==> config.mk <==
export PLATFORM = sky130hd
export DESIGN_NAME = stream_packet_deframer_top
export DESIGN_NICKNAME = d
export VERILOG_FILES = /design/src/hdl/spd_pkg.sv /design/src/hdl/spd_fifo.sv /design/src/hdl/spd_front.sv /design/src/hdl/spd_back.sv /design/src/hdl/stream_packet_deframer_top.sv
export SDC_FILE = /design/constraint.sdc
export NUM_CORES = 1
export LEC_CHECK = 0
export BUFFER_PORTS_ARGS = -buffer_cell sky130_fd_sc_hd__clkbuf_2
export CORE_MARGIN = 3
export CORE_UTILIZATION = 59
export CTS_CLUSTER_SIZE = 25
export DETAILED_ROUTE_END_ITERATION = 10
export HOLD_SLACK_MARGIN = 0.02
export PLACE_DENSITY = 0.77
export SLEW_MARGIN = 40
export SYNTH_ARGS = -nofsm -noshare
export SYNTH_HDL_FRONTEND = slang
export SYNTH_HIERARCHICAL = 1
export SYNTH_SLANG_ARGS = --single-unit
==> constraint.sdc <==
create_clock -name clk_i -period 10 [get_ports clk_i]
set_clock_uncertainty 0.1 [all_clocks]
set_input_delay 2.5 -clock clk_i [delete_from_list [all_inputs] [get_ports clk_i]]
set_output_delay 2.5 -clock clk_i [all_outputs]
set_load 0.02 [all_outputs]
==> src/hdl/spd_pkg.sv <==
// Shared types and constants of the stream packet deframer.
// Used by the front, back and top modules of the block; depends on nothing else.
package spd_pkg;

  // Register indexes of the configuration port.
  localparam logic CFG_FRAME_MODE = 1'b0;
  localparam logic CFG_MAX_BYTES  = 1'b1;

  // Framing modes. Code 3 has no meaning and is ignored.
  typedef enum logic [1:0] {
    MODE_RAW    = 2'd0,
    MODE_LENGTH = 2'd1,
    MODE_LINE   = 2'd2
  } frame_mode_e;

  localparam logic [7:0]  CHAR_CR         = 8'h0D;
  localparam logic [7:0]  CHAR_LF         = 8'h0A;
  localparam logic [2:0]  HEADER_BYTES    = 3'd4;
  localparam logic [31:0] MAX_BYTES_RESET = 32'd16777216;

  localparam int LENGTH_BITS_DEFAULT = 32;
  localparam int FIFO_DEPTH_DEFAULT  = 4;

  // One result item without its run marker.
  typedef struct packed {
    logic [7:0] out_byte;
    logic       has_byte;
    logic       packet_end;
    logic       too_large;
  } res_t;

  // One queue entry: the results caused by one input byte.
  typedef struct packed {
    logic two;
    res_t r0;
    res_t r1;
  } entry_t;

  function automatic res_t data_res(input logic [7:0] b);
    res_t r;
    r            = '0;
    r.out_byte   = b;
    r.has_byte   = 1'b1;
    return r;
  endfunction

  function automatic res_t end_res();
    res_t r;
    r            = '0;
    r.packet_end = 1'b1;
    return r;
  endfunction

  function automatic res_t err_res();
    res_t r;
    r           = '0;
    r.too_large = 1'b1;
    return r;
  endfunction

endpackage

==> src/hdl/spd_fifo.sv <==
// Small register queue between the front and back parts of the deframer.
// Generic in width and depth; needs no package.
module spd_fifo #(
  parameter int Width = 8,
  parameter int Depth = 4
) (
  input  logic             clk_i,
  input  logic             rst_ni,
  input  logic             push_i,
  input  logic [Width-1:0] push_data_i,
  input  logic             pop_i,
  output logic [Width-1:0] head_o,
  output logic             empty_o,
  output logic             full_o
);

  localparam int PtrW = (Depth > 1) ? $clog2(Depth) : 1;
  localparam int CntW = $clog2(Depth + 1);
  localparam logic [PtrW-1:0] LastPtr = PtrW'(Depth - 1);
  localparam logic [CntW-1:0] FullCnt = CntW'(Depth);

  logic [Width-1:0] mem_q [Depth];
  logic [PtrW-1:0]  wr_ptr_q, wr_ptr_d, rd_ptr_q, rd_ptr_d;
  logic [CntW-1:0]  cnt_q, cnt_d;

  assign empty_o = (cnt_q == '0);
  assign full_o  = (cnt_q == FullCnt);
  assign head_o  = mem_q[rd_ptr_q];

  always_comb begin
    wr_ptr_d = wr_ptr_q;
    rd_ptr_d = rd_ptr_q;
    cnt_d    = cnt_q;
    if (push_i) begin
      wr_ptr_d = (wr_ptr_q == LastPtr) ? '0 : wr_ptr_q + 1'b1;
    end
    if (pop_i) begin
      rd_ptr_d = (rd_ptr_q == LastPtr) ? '0 : rd_ptr_q + 1'b1;
    end
    if (push_i && !pop_i) begin
      cnt_d = cnt_q + 1'b1;
    end else if (pop_i && !push_i) begin
      cnt_d = cnt_q - 1'b1;
    end
  end

  always_ff @(posedge clk_i or negedge rst_ni) begin
    if (!rst_ni) begin
      wr_ptr_q <= '0;
      rd_ptr_q <= '0;
      cnt_q    <= '0;
    end else begin
      wr_ptr_q <= wr_ptr_d;
      rd_ptr_q <= rd_ptr_d;
      cnt_q    <= cnt_d;
    end
  end

  always_ff @(posedge clk_i) begin
    if (push_i) begin
      mem_q[wr_ptr_q] <= push_data_i;
    end
  end

  a_no_overflow: assert property (@(posedge clk_i) disable iff (!rst_ni)
    full_o |-> !(push_i && !pop_i))
    else $error("queue written while full");

  a_no_underflow: assert property (@(posedge clk_i) disable iff (!rst_ni)
    empty_o |-> !pop_i)
    else $error("queue read while empty");

endmodule

==> src/hdl/spd_front.sv <==
// Front part of the deframer: accepts bytes, tracks framing and the
// configuration registers, and queues the results of each byte. Uses spd_pkg.
module spd_front #(
  parameter int LengthBits = spd_pkg::LENGTH_BITS_DEFAULT
) (
  input  logic                clk_i,
  input  logic                rst_ni,
  input  logic                cfg_we_i,
  input  logic                cfg_idx_i,
  input  logic [31:0]         cfg_data_i,
  input  logic                rx_valid_i,
  output logic                rx_ready_o,
  input  logic [7:0]          rx_byte_i,
  input  logic                full_i,
  output logic                push_o,
  output spd_pkg::entry_t     entry_o
);
  import spd_pkg::*;

  logic                  closed_q, closed_d;
  logic [1:0]            mode_q, mode_d;
  logic [31:0]           max_q, max_d;
  logic [2:0]            hdr_q, hdr_d;
  logic [LengthBits-1:0] len_q, len_d;
  logic [31:0]           cnt_q, cnt_d;
  logic                  cr_q, cr_d;

  logic                  accept;
  logic [LengthBits-1:0] len_next;
  logic [31:0]           len_ext;
  logic [31:0]           cnt_inc, cnt_dec;
  logic                  ovf0, ovf1;

  // A register write takes the cycle, so no byte is taken alongside it.
  assign rx_ready_o = !full_i && !cfg_we_i;
  assign accept     = rx_valid_i && rx_ready_o;

  assign len_next = LengthBits'({len_q, rx_byte_i});
  assign len_ext  = 32'(len_next);
  assign cnt_inc  = cnt_q + 32'd1;
  assign cnt_dec  = (cnt_q == '0) ? '0 : cnt_q - 32'd1;
  // Line overflow checks for the first and the second data byte of a step.
  assign ovf0     = (cnt_q >= max_q);
  assign ovf1     = (cnt_inc >= max_q);

  always_comb begin
    closed_d = closed_q;
    mode_d   = mode_q;
    max_d    = max_q;
    hdr_d    = hdr_q;
    len_d    = len_q;
    cnt_d    = cnt_q;
    cr_d     = cr_q;
    push_o   = 1'b0;
    entry_o  = '0;

    if (cfg_we_i) begin
      unique case (cfg_idx_i)
        CFG_FRAME_MODE: begin
          mode_d = cfg_data_i[1:0];
          hdr_d  = '0;
          len_d  = '0;
          cnt_d  = '0;
          cr_d   = 1'b0;
        end
        CFG_MAX_BYTES: begin
          if (cfg_data_i != '0) begin
            max_d = cfg_data_i;
          end
        end
        default: ;
      endcase
    end else if (accept && !closed_q) begin
      unique case (mode_q)
        MODE_RAW: begin
          push_o     = 1'b1;
          entry_o.r0 = data_res(rx_byte_i);
        end
        MODE_LENGTH: begin
          if (hdr_q < HEADER_BYTES) begin
            hdr_d = hdr_q + 3'd1;
            len_d = len_next;
            if (hdr_q == HEADER_BYTES - 3'd1) begin
              len_d = '0;
              if (len_ext > max_q) begin
                closed_d   = 1'b1;
                push_o     = 1'b1;
                entry_o.r0 = err_res();
              end else if (len_ext == '0) begin
                hdr_d      = '0;
                push_o     = 1'b1;
                entry_o.r0 = end_res();
              end else begin
                cnt_d = len_ext;
              end
            end
          end else begin
            cnt_d      = cnt_dec;
            push_o     = 1'b1;
            entry_o.r0 = data_res(rx_byte_i);
            if (cnt_dec == '0) begin
              hdr_d                 = '0;
              entry_o.r0.packet_end = 1'b1;
            end
          end
        end
        MODE_LINE: begin
          if (cr_q) begin
            cr_d   = 1'b0;
            push_o = 1'b1;
            if (rx_byte_i == CHAR_LF) begin
              cnt_d      = '0;
              entry_o.r0 = end_res();
            end else if (ovf0) begin
              closed_d   = 1'b1;
              entry_o.r0 = err_res();
            end else begin
              // The held CR turned out to be data.
              entry_o.r0 = data_res(CHAR_CR);
              cnt_d      = cnt_inc;
              if (rx_byte_i == CHAR_CR) begin
                cr_d = 1'b1;
              end else if (ovf1) begin
                closed_d    = 1'b1;
                entry_o.two = 1'b1;
                entry_o.r1  = err_res();
              end else begin
                entry_o.two = 1'b1;
                entry_o.r1  = data_res(rx_byte_i);
                cnt_d       = cnt_q + 32'd2;
              end
            end
          end else if (rx_byte_i == CHAR_CR) begin
            cr_d = 1'b1;
          end else if (ovf0) begin
            closed_d   = 1'b1;
            push_o     = 1'b1;
            entry_o.r0 = err_res();
          end else begin
            cnt_d      = cnt_inc;
            push_o     = 1'b1;
            entry_o.r0 = data_res(rx_byte_i);
          end
        end
        default: ;
      endcase
    end
  end

  always_ff @(posedge clk_i or negedge rst_ni) begin
    if (!rst_ni) begin
      closed_q <= 1'b0;
      mode_q   <= MODE_RAW;
      max_q    <= MAX_BYTES_RESET;
      hdr_q    <= '0;
      len_q    <= '0;
      cnt_q    <= '0;
      cr_q     <= 1'b0;
    end else begin
      closed_q <= closed_d;
      mode_q   <= mode_d;
      max_q    <= max_d;
      hdr_q    <= hdr_d;
      len_q    <= len_d;
      cnt_q    <= cnt_d;
      cr_q     <= cr_d;
    end
  end

  a_closed_silent: assert property (@(posedge clk_i) disable iff (!rst_ni)
    closed_q |-> !push_o)
    else $error("result queued after the block closed");

  a_header_range: assert property (@(posedge clk_i) disable iff (!rst_ni)
    (push_o && entry_o.r0.too_large) |=> closed_q)
    else $error("error result did not close the block");

endmodule

==> src/hdl/spd_back.sv <==
// Back part of the deframer: takes queue entries and delivers their one or
// two result items on the output channel. Uses spd_pkg.
module spd_back (
  input  logic            clk_i,
  input  logic            rst_ni,
  input  spd_pkg::entry_t head_i,
  input  logic            empty_i,
  output logic            pop_o,
  output logic            out_valid_o,
  input  logic            out_ready_i,
  output logic [7:0]      out_byte_o,
  output logic            has_byte_o,
  output logic            packet_end_o,
  output logic            too_large_o,
  output logic            run_last_o
);
  import spd_pkg::*;

  logic sel_q, sel_d;
  res_t cur;
  logic fire;

  assign cur          = sel_q ? head_i.r1 : head_i.r0;
  assign out_valid_o  = !empty_i;
  assign out_byte_o   = cur.out_byte;
  assign has_byte_o   = cur.has_byte;
  assign packet_end_o = cur.packet_end;
  assign too_large_o  = cur.too_large;
  assign run_last_o   = sel_q || !head_i.two;
  assign fire         = out_valid_o && out_ready_i;
  assign pop_o        = fire && run_last_o;

  always_comb begin
    sel_d = sel_q;
    if (fire) begin
      sel_d = !run_last_o;
    end
  end

  always_ff @(posedge clk_i or negedge rst_ni) begin
    if (!rst_ni) begin
      sel_q <= 1'b0;
    end else begin
      sel_q <= sel_d;
    end
  end

  a_second_valid: assert property (@(posedge clk_i) disable iff (!rst_ni)
    sel_q |-> (!empty_i && head_i.two))
    else $error("second result selected without a two-result entry");

endmodule

==> src/hdl/stream_packet_deframer_top.sv <==
// Stream packet deframer: one received byte per item in, framed result items out.
// An accepted byte's results are registered in the result queue and offered from its head.
// One byte per cycle while the result queue has room and no register write is made;
// a byte that gives two results offers them in turn, so the rate is set by the consumer.
// Reset (async, active low): raw mode, limit 16777216 bytes, block open, queue empty.
// Depends on spd_pkg, spd_fifo, spd_front and spd_back.
module stream_packet_deframer_top #(
  parameter int LengthBits = spd_pkg::LENGTH_BITS_DEFAULT,
  parameter int FifoDepth  = spd_pkg::FIFO_DEPTH_DEFAULT
) (
  input  logic        clk_i,
  input  logic        rst_ni,
  // Configuration: index 0 is frame_mode, index 1 is max_packet_bytes.
  input  logic        cfg_we_i,
  input  logic        cfg_idx_i,
  input  logic [31:0] cfg_data_i,
  // Input byte stream.
  input  logic        rx_valid_i,
  output logic        rx_ready_o,
  input  logic [7:0]  rx_byte_i,
  // Result items.
  output logic        out_valid_o,
  input  logic        out_ready_i,
  output logic [7:0]  out_byte_o,
  output logic        has_byte_o,
  output logic        packet_end_o,
  output logic        too_large_o,
  output logic        run_last_o
);
  import spd_pkg::*;

  // The front decides all framing state at acceptance time and writes the
  // results of each byte as one queue entry. Bytes that give no result (header
  // bytes but the last, a held CR, anything after an error) write nothing.
  logic   push, pop, empty, full;
  entry_t push_entry, head;

  spd_front #(
    .LengthBits(LengthBits)
  ) u_front (
    .clk_i      (clk_i),
    .rst_ni     (rst_ni),
    .cfg_we_i   (cfg_we_i),
    .cfg_idx_i  (cfg_idx_i),
    .cfg_data_i (cfg_data_i),
    .rx_valid_i (rx_valid_i),
    .rx_ready_o (rx_ready_o),
    .rx_byte_i  (rx_byte_i),
    .full_i     (full),
    .push_o     (push),
    .entry_o    (push_entry)
  );

  // The queue lets the input keep flowing while the consumer stalls.
  spd_fifo #(
    .Width($bits(entry_t)),
    .Depth(FifoDepth)
  ) u_fifo (
    .clk_i       (clk_i),
    .rst_ni      (rst_ni),
    .push_i      (push),
    .push_data_i (push_entry),
    .pop_i       (pop),
    .head_o      (head),
    .empty_o     (empty),
    .full_o      (full)
  );

  // The back walks through the one or two results of the head entry and
  // marks the last one of each byte with run_last.
  spd_back u_back (
    .clk_i        (clk_i),
    .rst_ni       (rst_ni),
    .head_i       (head),
    .empty_i      (empty),
    .pop_o        (pop),
    .out_valid_o  (out_valid_o),
    .out_ready_i  (out_ready_i),
    .out_byte_o   (out_byte_o),
    .has_byte_o   (has_byte_o),
    .packet_end_o (packet_end_o),
    .too_large_o  (too_large_o),
    .run_last_o   (run_last_o)
  );

endmodule

==> flow_summary_export.csv, run 1 <==
group,metric,value,unit
status,status,"complete, no violations",
global_routing,grt_pass1_wl,66200,um
detailed_routing,viasPerCell,6.90,
logic_synthesis,syn_area,0.0135,mm2
detailed_routing,drt_iter0_drc,1491,
cells_and_area,nets,1543,
global_routing,grt_max_degree,64,
clock_tree,insertion_delay,0.44,ns
detailed_routing,drt_pass1_iterations,6,
clock_tree,htreeDepth,4,
worst_setup_path,worstPathMaxFanout,12,
worst_setup_path,critPathLaunchType,"flip-flop",
floorplan,die_x,157,um
worst_setup_path,worstSetupEndpointType,"flip-flop",
worst_setup_path,worst_setup_path_endpoint,"u_front/cnt_q[30]$_DFFE_PN0P_",
placed_design,dp_hpwl,31000,um
cells_and_area,drive_gt1_share,14.3,%
min_path,hp-class,"reg2reg",
logic_synthesis,synth_enable_flop_cells,92,
logic_synthesis,yosysUniqueCellTypes,90,
clock_tree,ctsLongestPathBuffers,2,
placed_design,dpl.cell_count,1644,
detailed_routing,wl_per_cell,25.6,um
worst_setup_path,arrival,6.82,ns
logic_synthesis,yosys_warnings,6,
clock_tree,cts_resized,0,
pwr,ir_drop,0.210,mV
timing,fmax,153,MHz
worst_setup_path,critPathKind,"reg2reg",
global_routing,grtUsageTotal,35.4,%
floorplan,dieArea,0.0247,mm2
logic_synthesis,syn_area_per_cell,9.79,um2
logic_synthesis,async_flop_share,52.8,%
floorplan,dieHeight,157,um
floorplan,rows,54,
timing,final_max_slew_viol_count,0,
worst_setup_path,r2r_cells,18,
floorplan,num_io_pins,60,
timing,rsz0062_at_grt,"false",
job,cap_violations,0,
worst_setup_path,r2r_slack,3.46,ns
detailed_routing,vias,11565,
detailed_routing,drcViolationCount,0,
cells_and_area,antenna_cells,0,
timing,period_minus_slack,6.54,ns
placed_design,place_congestion,1.05,
logic_synthesis,synth_nets,1538,
pwr,power_density,245,mW/mm2
cells_and_area,final_cell_mix,"148 x nand2_1, 112 x ha_1, 101 x dfrtp_1, 92 x edfxtp_1, 91 x nor2_1",
logic_synthesis,synth_seq_cells,195,
timing,tns,0,ns
worst_setup_path,crit_start,"u_front/cnt_q[2]$_DFFE_PN0P_",
clock_tree,post_cts_buffers,0,
clock_tree,cts-buffers-inserted,17,
logic_synthesis,ys.flop_type,"dfrtp_1",
detailed_routing,drtAntennaViolNets,0,
clock_tree,cts_tree,"done",
cells_and_area,area_growth,7.32,%
global_routing,grt_pass1_vias,11381,
floorplan,start_util,60.9,%
timing,worst_pin_slew,0.888,ns
worst_setup_path,reg2reg_from,"u_front/cnt_q[2]$_DFFE_PN0P_",
detailed_routing,wirelength,43000,um
worst_setup_path,worstPathRequired,10.28,ns
cells_and_area,finalNonFillerCells,1676,
timing,holdWs,0.406,ns
worst_setup_path,r2r-end,"u_front/cnt_q[30]$_DFFE_PN0P_",
clock_tree,clock-root-buffer,"clkbuf_16",
logic_synthesis,synth-seq-area-share,39.6,%
clock_tree,cts.clk_slew.worst_paths,0.08,ns
logic_synthesis,syn_inst,1378,
cells_and_area,nFillCells,1850,
global_routing,antenna_found_initial,0,
timing,post-route-period-util,65.4,%
clock_tree,cts.sinks,195,
placed_design,io_buffers,59,
timing,slew_headroom,40.6,%
pwr,leakagePower,5.90,nW
timing,hold_viol,0,
global_routing,gr-total-overflow,0,
timing,setup_viol,0,
floorplan,core-area,0.0222,mm2
clock_tree,hold_buffers,0,
cells_and_area,layout_commonest_cell,"nand2_1",
power breakdown:
group / internal (W) / switching, W / leakage, nW
Combinational: 0.000652 / 0.000936 / 3.48
Clock: 0.000361 / 0.000357 / 0.296
Sequential: 0.000951 / 0.000288 / 2.13
worst max-delay path, cell delays in order (launching register included):
cell      delay [ns]
dfrtp_1         0.56
ha_1            0.29
nand2_1         0.10
or3_1           0.47
nor3_1          0.62
and3_1          0.37
nand2_1         0.14
nor2_1          0.14
xor2_1          0.08
ha_1            0.32
nand4_1         0.15
nor4_1          0.71
a221oi_1        0.20
nand2_1         0.52
nor3_2          0.26
nor2_1          0.73
a21oi_1         0.23
a311oi_1        0.30
o22a_1          0.19
layer usage:
layer | wire (um) | global-route usage, % | vias up
li1 | - | - | 5165
met5 | 0 | 0 | -
met4 | 3010 | 22.4 | 0
met1 | 16300 | 44.6 | 5543
met3 | 3720 | 5.97 | 164
met2 | 20000 | 56.8 | 693
kinds of logic after synthesis:
logic type / count (synthesis) / share of synthesized area, %
simple gates: 470 / 17.3
compound gates: 308 / 15.0
flops: 195 / 39.6
buf+inv: 152 / 4.79
fa+ha+maj: 114 / 10.6
mux: 76 / 8.58
xor+xnor: 62 / 4.02
other cells: 1 / 0.0278
sequential cells by signal, indices dropped and copies added (netlist names):
name / count
u_front/closed_q: 1
u_front/hdr_q: 3
u_fifo/rd_ptr_q: 2
u_front/len_q: 24
u_front/cr_q: 1
u_fifo/wr_ptr_q: 2
u_front/max_q: 32
u_fifo/cnt_q: 3
u_back/sel_q: 1
u_front/mode_q: 2
u_front/cnt_q: 32
u_fifo/mem_q: 92
per-stage QoR:
step	total power [W]	instance area [um2]	util [%]	worst slack (ns)
5_1_grt	0.00374	14500	65.4	3.18
3_3_place_gp	0.00275	13900	62.5	3.40
3_5_place_dp	0.00279	13900	62.6	3.45
6_report	0.00355	14500	65.4	3.46
2_1_floorplan	0.00233	13500	-	4.24
4_1_cts	0.00351	14500	65.3	3.80
cell type report:
| type | count | area [um2] | share of cell area, % |
|---|---|---|---|
| clock buffer | 17 | 425 | 2.94 |
| tap | 280 | 350 | 2.42 |
| inverter | 63 | 236 | 1.63 |
| clock inverter | 15 | 176 | 1.22 |
| multi-input combinational | 1031 | 7530 | 52.0 |
| timing repair buffer | 75 | 419 | 2.89 |
| sequential | 195 | 5340 | 36.9 |
worst min path at each step:
stage,startpoint,end,cells past startpoint
2_1_floorplan,u_fifo/cnt_q[2]$_DFFE_PN0P_,u_fifo/cnt_q[2]$_DFFE_PN0P_,1
3_3_place_gp,u_fifo/cnt_q[2]$_DFFE_PN0P_,u_fifo/cnt_q[2]$_DFFE_PN0P_,1
3_5_place_dp,u_fifo/cnt_q[2]$_DFFE_PN0P_,u_fifo/cnt_q[2]$_DFFE_PN0P_,1
4_1_cts,u_fifo/cnt_q[2]$_DFFE_PN0P_,u_fifo/cnt_q[2]$_DFFE_PN0P_,1
5_1_grt,u_front/max_q[11]$_DFFE_PN0P_,u_front/max_q[11]$_DFFE_PN0P_,1
6_report,u_fifo/cnt_q[2]$_DFFE_PN0P_,u_fifo/cnt_q[2]$_DFFE_PN0P_,1
synth_stat cells (5+ instances only):
library cell,count,area [um2]
nand2_1,148,556
ha_1,113,1410
dfrtp_1,102,2550
edfxtp_1,92,2760
nor2_1,92,345
o21ai_0,76,380
a21oi_1,72,360
clkbuf_1,68,255
inv_1,61,229
nand3_1,47,235
nor3_1,40,200
xnor2_1,40,350
mux2_2,37,417
nand4_1,34,213
nor4_1,30,188
xor2_1,22,193
mux4_2,18,405
a221oi_1,16,140
a31oi_1,16,100
a21o_1,14,105
and3_1,12,75.1
a211oi_1,11,82.6
or3_1,11,68.8
and2_1,10,62.6
o22ai_1,10,62.6
mux2_4,9,135
a22o_1,8,70.1
buf_2,8,40.0
o211ai_1,8,60.1
o31ai_1,8,60.1
mux2i_1,7,70.1
buf_1,6,22.5
nand2b_1,6,37.5
nor2b_1,6,37.5
o22a_1,6,52.6
or4_1,6,45.0
and4_1,5,43.8
mux4_1,5,131
o221ai_1,5,43.8
o2bb2ai_1,5,43.8
o32ai_1,5,43.8
(Power assumes the default switching activity.)
==> run 2: changes to the inputs <==
- CORE_UTILIZATION: 59 -> 57
- PLACE_DENSITY: 0.77 -> 0.78
- clock period: 10 -> 5.5 ns (I/O delays scaled with it)
==> run 2 against run 1 <==
Compared with the run above: flip-flop and latch count unchanged; non-clock buffer count up 54; clock power up 84%; die area up 3.4%; cell count up 5.2%; critical path type unchanged; hold slack worse by 0.0073 ns; via count up 1.8%; combinational power up 100%; sequential power up 65%; first-iteration DRC count down 8.0%; worst setup slack worse by 2.9 ns; sequential share of layout area down 1.2 points.
==> flow_summary_export.csv, run 2 (synthesis results as in run 1) <==
group,metric,value,unit
floorplan,dieHeight,160,um
worst_setup_path,crit_path_top_delay_cell,"nor4_2",
pwr,ir_drop,0.234,mV
pwr,power_switching,0.00292,W
worst_setup_path,slowest_delay,0.49,ns
clock_tree,cts-buffers-inserted,17,
detailed_routing,viasPerCell,6.68,
cells_and_area,largest_reg_flops,92,
global_routing,grt_pass1_vias,11483,
pwr,p_seq_share,30.9,%
cells_and_area,nets,1597,
worst_setup_path,worstPathRequired,5.78,ns
global_routing,grt_max_degree,54,
timing,post-route-period-util,90.6,%
global_routing,grt_pass1_wl,67300,um
floorplan,dieArea,0.0256,mm2
cells_and_area,top_register,"u_fifo/mem_q",
cells_and_area,layout_commonest_cell,"nand2_1",
worst_setup_path,worstPathMaxFanout,5,
worst_setup_path,r2r_slack,0.52,ns
detailed_routing,drt_pass1_iterations,6,
status,status,"complete, no violations",
cells_and_area,final_cell_mix,"148 x nand2_1, 112 x ha_1, 101 x dfrtp_1, 92 x edfxtp_1, 90 x nor2_1",
job,cap_violations,0,
detailed_routing,drt_iter0_drc,1372,
timing,period_minus_slack,4.98,ns
clock_tree,cts.sinks,195,
worst_setup_path,reg2reg_from,"u_front/cnt_q[1]$_DFFE_PN0P_",
timing,hold_viol,0,
detailed_routing,drtAntennaViolNets,0,
cells_and_area,drive_gt1_share,17.2,%
timing,fmax,201,MHz
cells_and_area,top_regs,"u_fifo/mem_q x92, u_front/cnt_q x32, u_front/max_q x32",
worst_setup_path,arrival,5.26,ns
cells_and_area,antenna_cells,0,
floorplan,num_io_pins,60,
pwr,power.share.combinational,49.1,%
timing,tns,0,ns
pwr,intPower,0.00370,W
clock_tree,clock-root-buffer,"clkbuf_16",
timing,slew_headroom,45.9,%
min_path,hold_start,"u_fifo/cnt_q[2]$_DFFE_PN0P_",
cells_and_area,fin_area,0.0150,mm2
global_routing,antenna_found_initial,0,
placed_design,dp_hpwl,32500,um
detailed_routing,vias,11774,
clock_tree,post_cts_buffers,0,
worst_setup_path,critPathKind,"reg2reg",
worst_setup_path,r2r_cells,19,
placed_design,io_buffers,59,
pwr,clkPwrFrac,20.0,%
cells_and_area,area_growth,10.9,%
floorplan,rows,55,
placed_design,place_congestion,1.05,
pwr,power_density,442,mW/mm2
clock_tree,cts_tree,"done",
clock_tree,ctsLongestPathBuffers,2,
timing,final_max_slew_viol_count,0,
worst_setup_path,cpLargestDelayFamily,"simple AND/OR/NAND/NOR gates",
timing,worst_pin_slew,0.804,ns
min_path,min_path_cells,1,
floorplan,die_x,160,um
min_path,hp-class,"reg2reg",
detailed_routing,wl_per_cell,24.9,um
pwr,leakagePower,6.17,nW
pwr,swShare,44.1,%
floorplan,start_util,58.7,%
clock_tree,cts.clk_slew.worst_paths,0.08,ns
global_routing,grtUsageTotal,34.2,%
timing,rsz0062_at_grt,"false",
worst_setup_path,r2r-end,"u_front/cnt_q[7]$_DFFE_PN0P_",
worst_setup_path,critPathLaunchType,"flip-flop",
placed_design,dpl-instance-area,0.0143,mm2
global_routing,gr-total-overflow,0,
timing,setup_viol,0,
min_path,min_to,"u_fifo/cnt_q[2]$_DFFE_PN0P_",
detailed_routing,wirelength,43900,um
clock_tree,htreeDepth,4,
detailed_routing,drcViolationCount,0,
clock_tree,insertion_delay,0.44,ns
worst_setup_path,worstSetupEndpointType,"flip-flop",
worst_setup_path,cp_num_buf_inv,2,
floorplan,core-area,0.0230,mm2
worst_setup_path,crit_chain,"ha_1 > nand2_1 > or3_1 > nor3_1 > buf_4 > and3_1 > nand3_1 > xnor2_1 > ha_1 > nand4_1 > nor4_2 > nand2_1 > o211ai_1 > buf_4 > nor3_2 > nor2_1 > o21ai_0 > a221oi_1 > o22a_1",
## run 2: changes by cell type in the layout (fill, tap and decap cells not counted), moves of 2 or more
cell / change
buf_12: +2
and2_1: +4
and2_2: -4
buf_4: +54
clkinv_2: -2
## run 2: worst max-delay path by stage
stage	cells after the start	from	slack (ns)	end
2_1_floorplan	20	u_front/cnt_q[4]$_DFFE_PN0P_	0.66	u_front/cnt_q[8]$_DFFE_PN0P_
3_3_place_gp	19	u_front/cnt_q[1]$_DFFE_PN0P_	0.61	u_front/cnt_q[30]$_DFFE_PN0P_
3_5_place_dp	19	u_front/cnt_q[1]$_DFFE_PN0P_	0.46	u_front/cnt_q[30]$_DFFE_PN0P_
4_1_cts	19	u_front/cnt_q[1]$_DFFE_PN0P_	0.43	u_front/cnt_q[30]$_DFFE_PN0P_
5_1_grt	20	u_front/cnt_q[1]$_DFFE_PN0P_	0.11	u_front/cnt_q[30]$_DFFE_PN0P_
6_report	19	u_front/cnt_q[1]$_DFFE_PN0P_	0.52	u_front/cnt_q[7]$_DFFE_PN0P_
## run 2: what timing repair did
item / in CTS / in global routing
gates resized for setup: 0 / 1
setup endpoints to repair: 0 / 13
endpoints found under the hold margin: 0 / 0
hold buffers: 0 / 0
## run 2: metrics by stage
stage | instances | total power [W] | worst slack (ns) | utilization [%] | hold WS, ns
2_1_floorplan | 1378 | 0.00424 | 0.661 | - | 0.356
3_3_place_gp | 1731 | 0.00516 | 0.613 | 62.4 | 0.378
3_5_place_dp | 1731 | 0.00522 | 0.457 | 62.4 | 0.381
4_1_cts | 1763 | 0.00653 | 0.432 | 65.0 | 0.404
5_1_grt | 1763 | 0.00697 | 0.107 | 65.1 | 0.424
6_report | 1763 | 0.00662 | 0.517 | 65.1 | 0.398
## run 2: area by class of cell
class | count | area [um2]
multi-input cells | 1031 | 7530
repair buffers | 129 | 848
fillers | 1901 | 8020
inverters | 63 | 236
clock inverters | 14 | 183
clock buffers | 18 | 429
well taps | 313 | 392
flip-flops and latches | 195 | 5340
## run 2: routing by layer
layer  part of all wire (%)  global-route usage, %  up-vias
li1                       -                      -     5272
met1                     38                   42.1     5632
met2                     46                   54.5      680
met3                    8.9                   7.81      190
met4                    7.9                   21.7        0
met5                      0                      0        -
## run 2: power groups by stage
stage,logic [W],registers [W],clock network (W)
after floorplan,0.00234,0.00190,0
after global placement,0.00310,0.00206,0
after detailed placement,0.00315,0.00207,0
after CTS,0.00317,0.00204,0.00133
after global routing,0.00351,0.00208,0.00138
final,0.00325,0.00205,0.00132
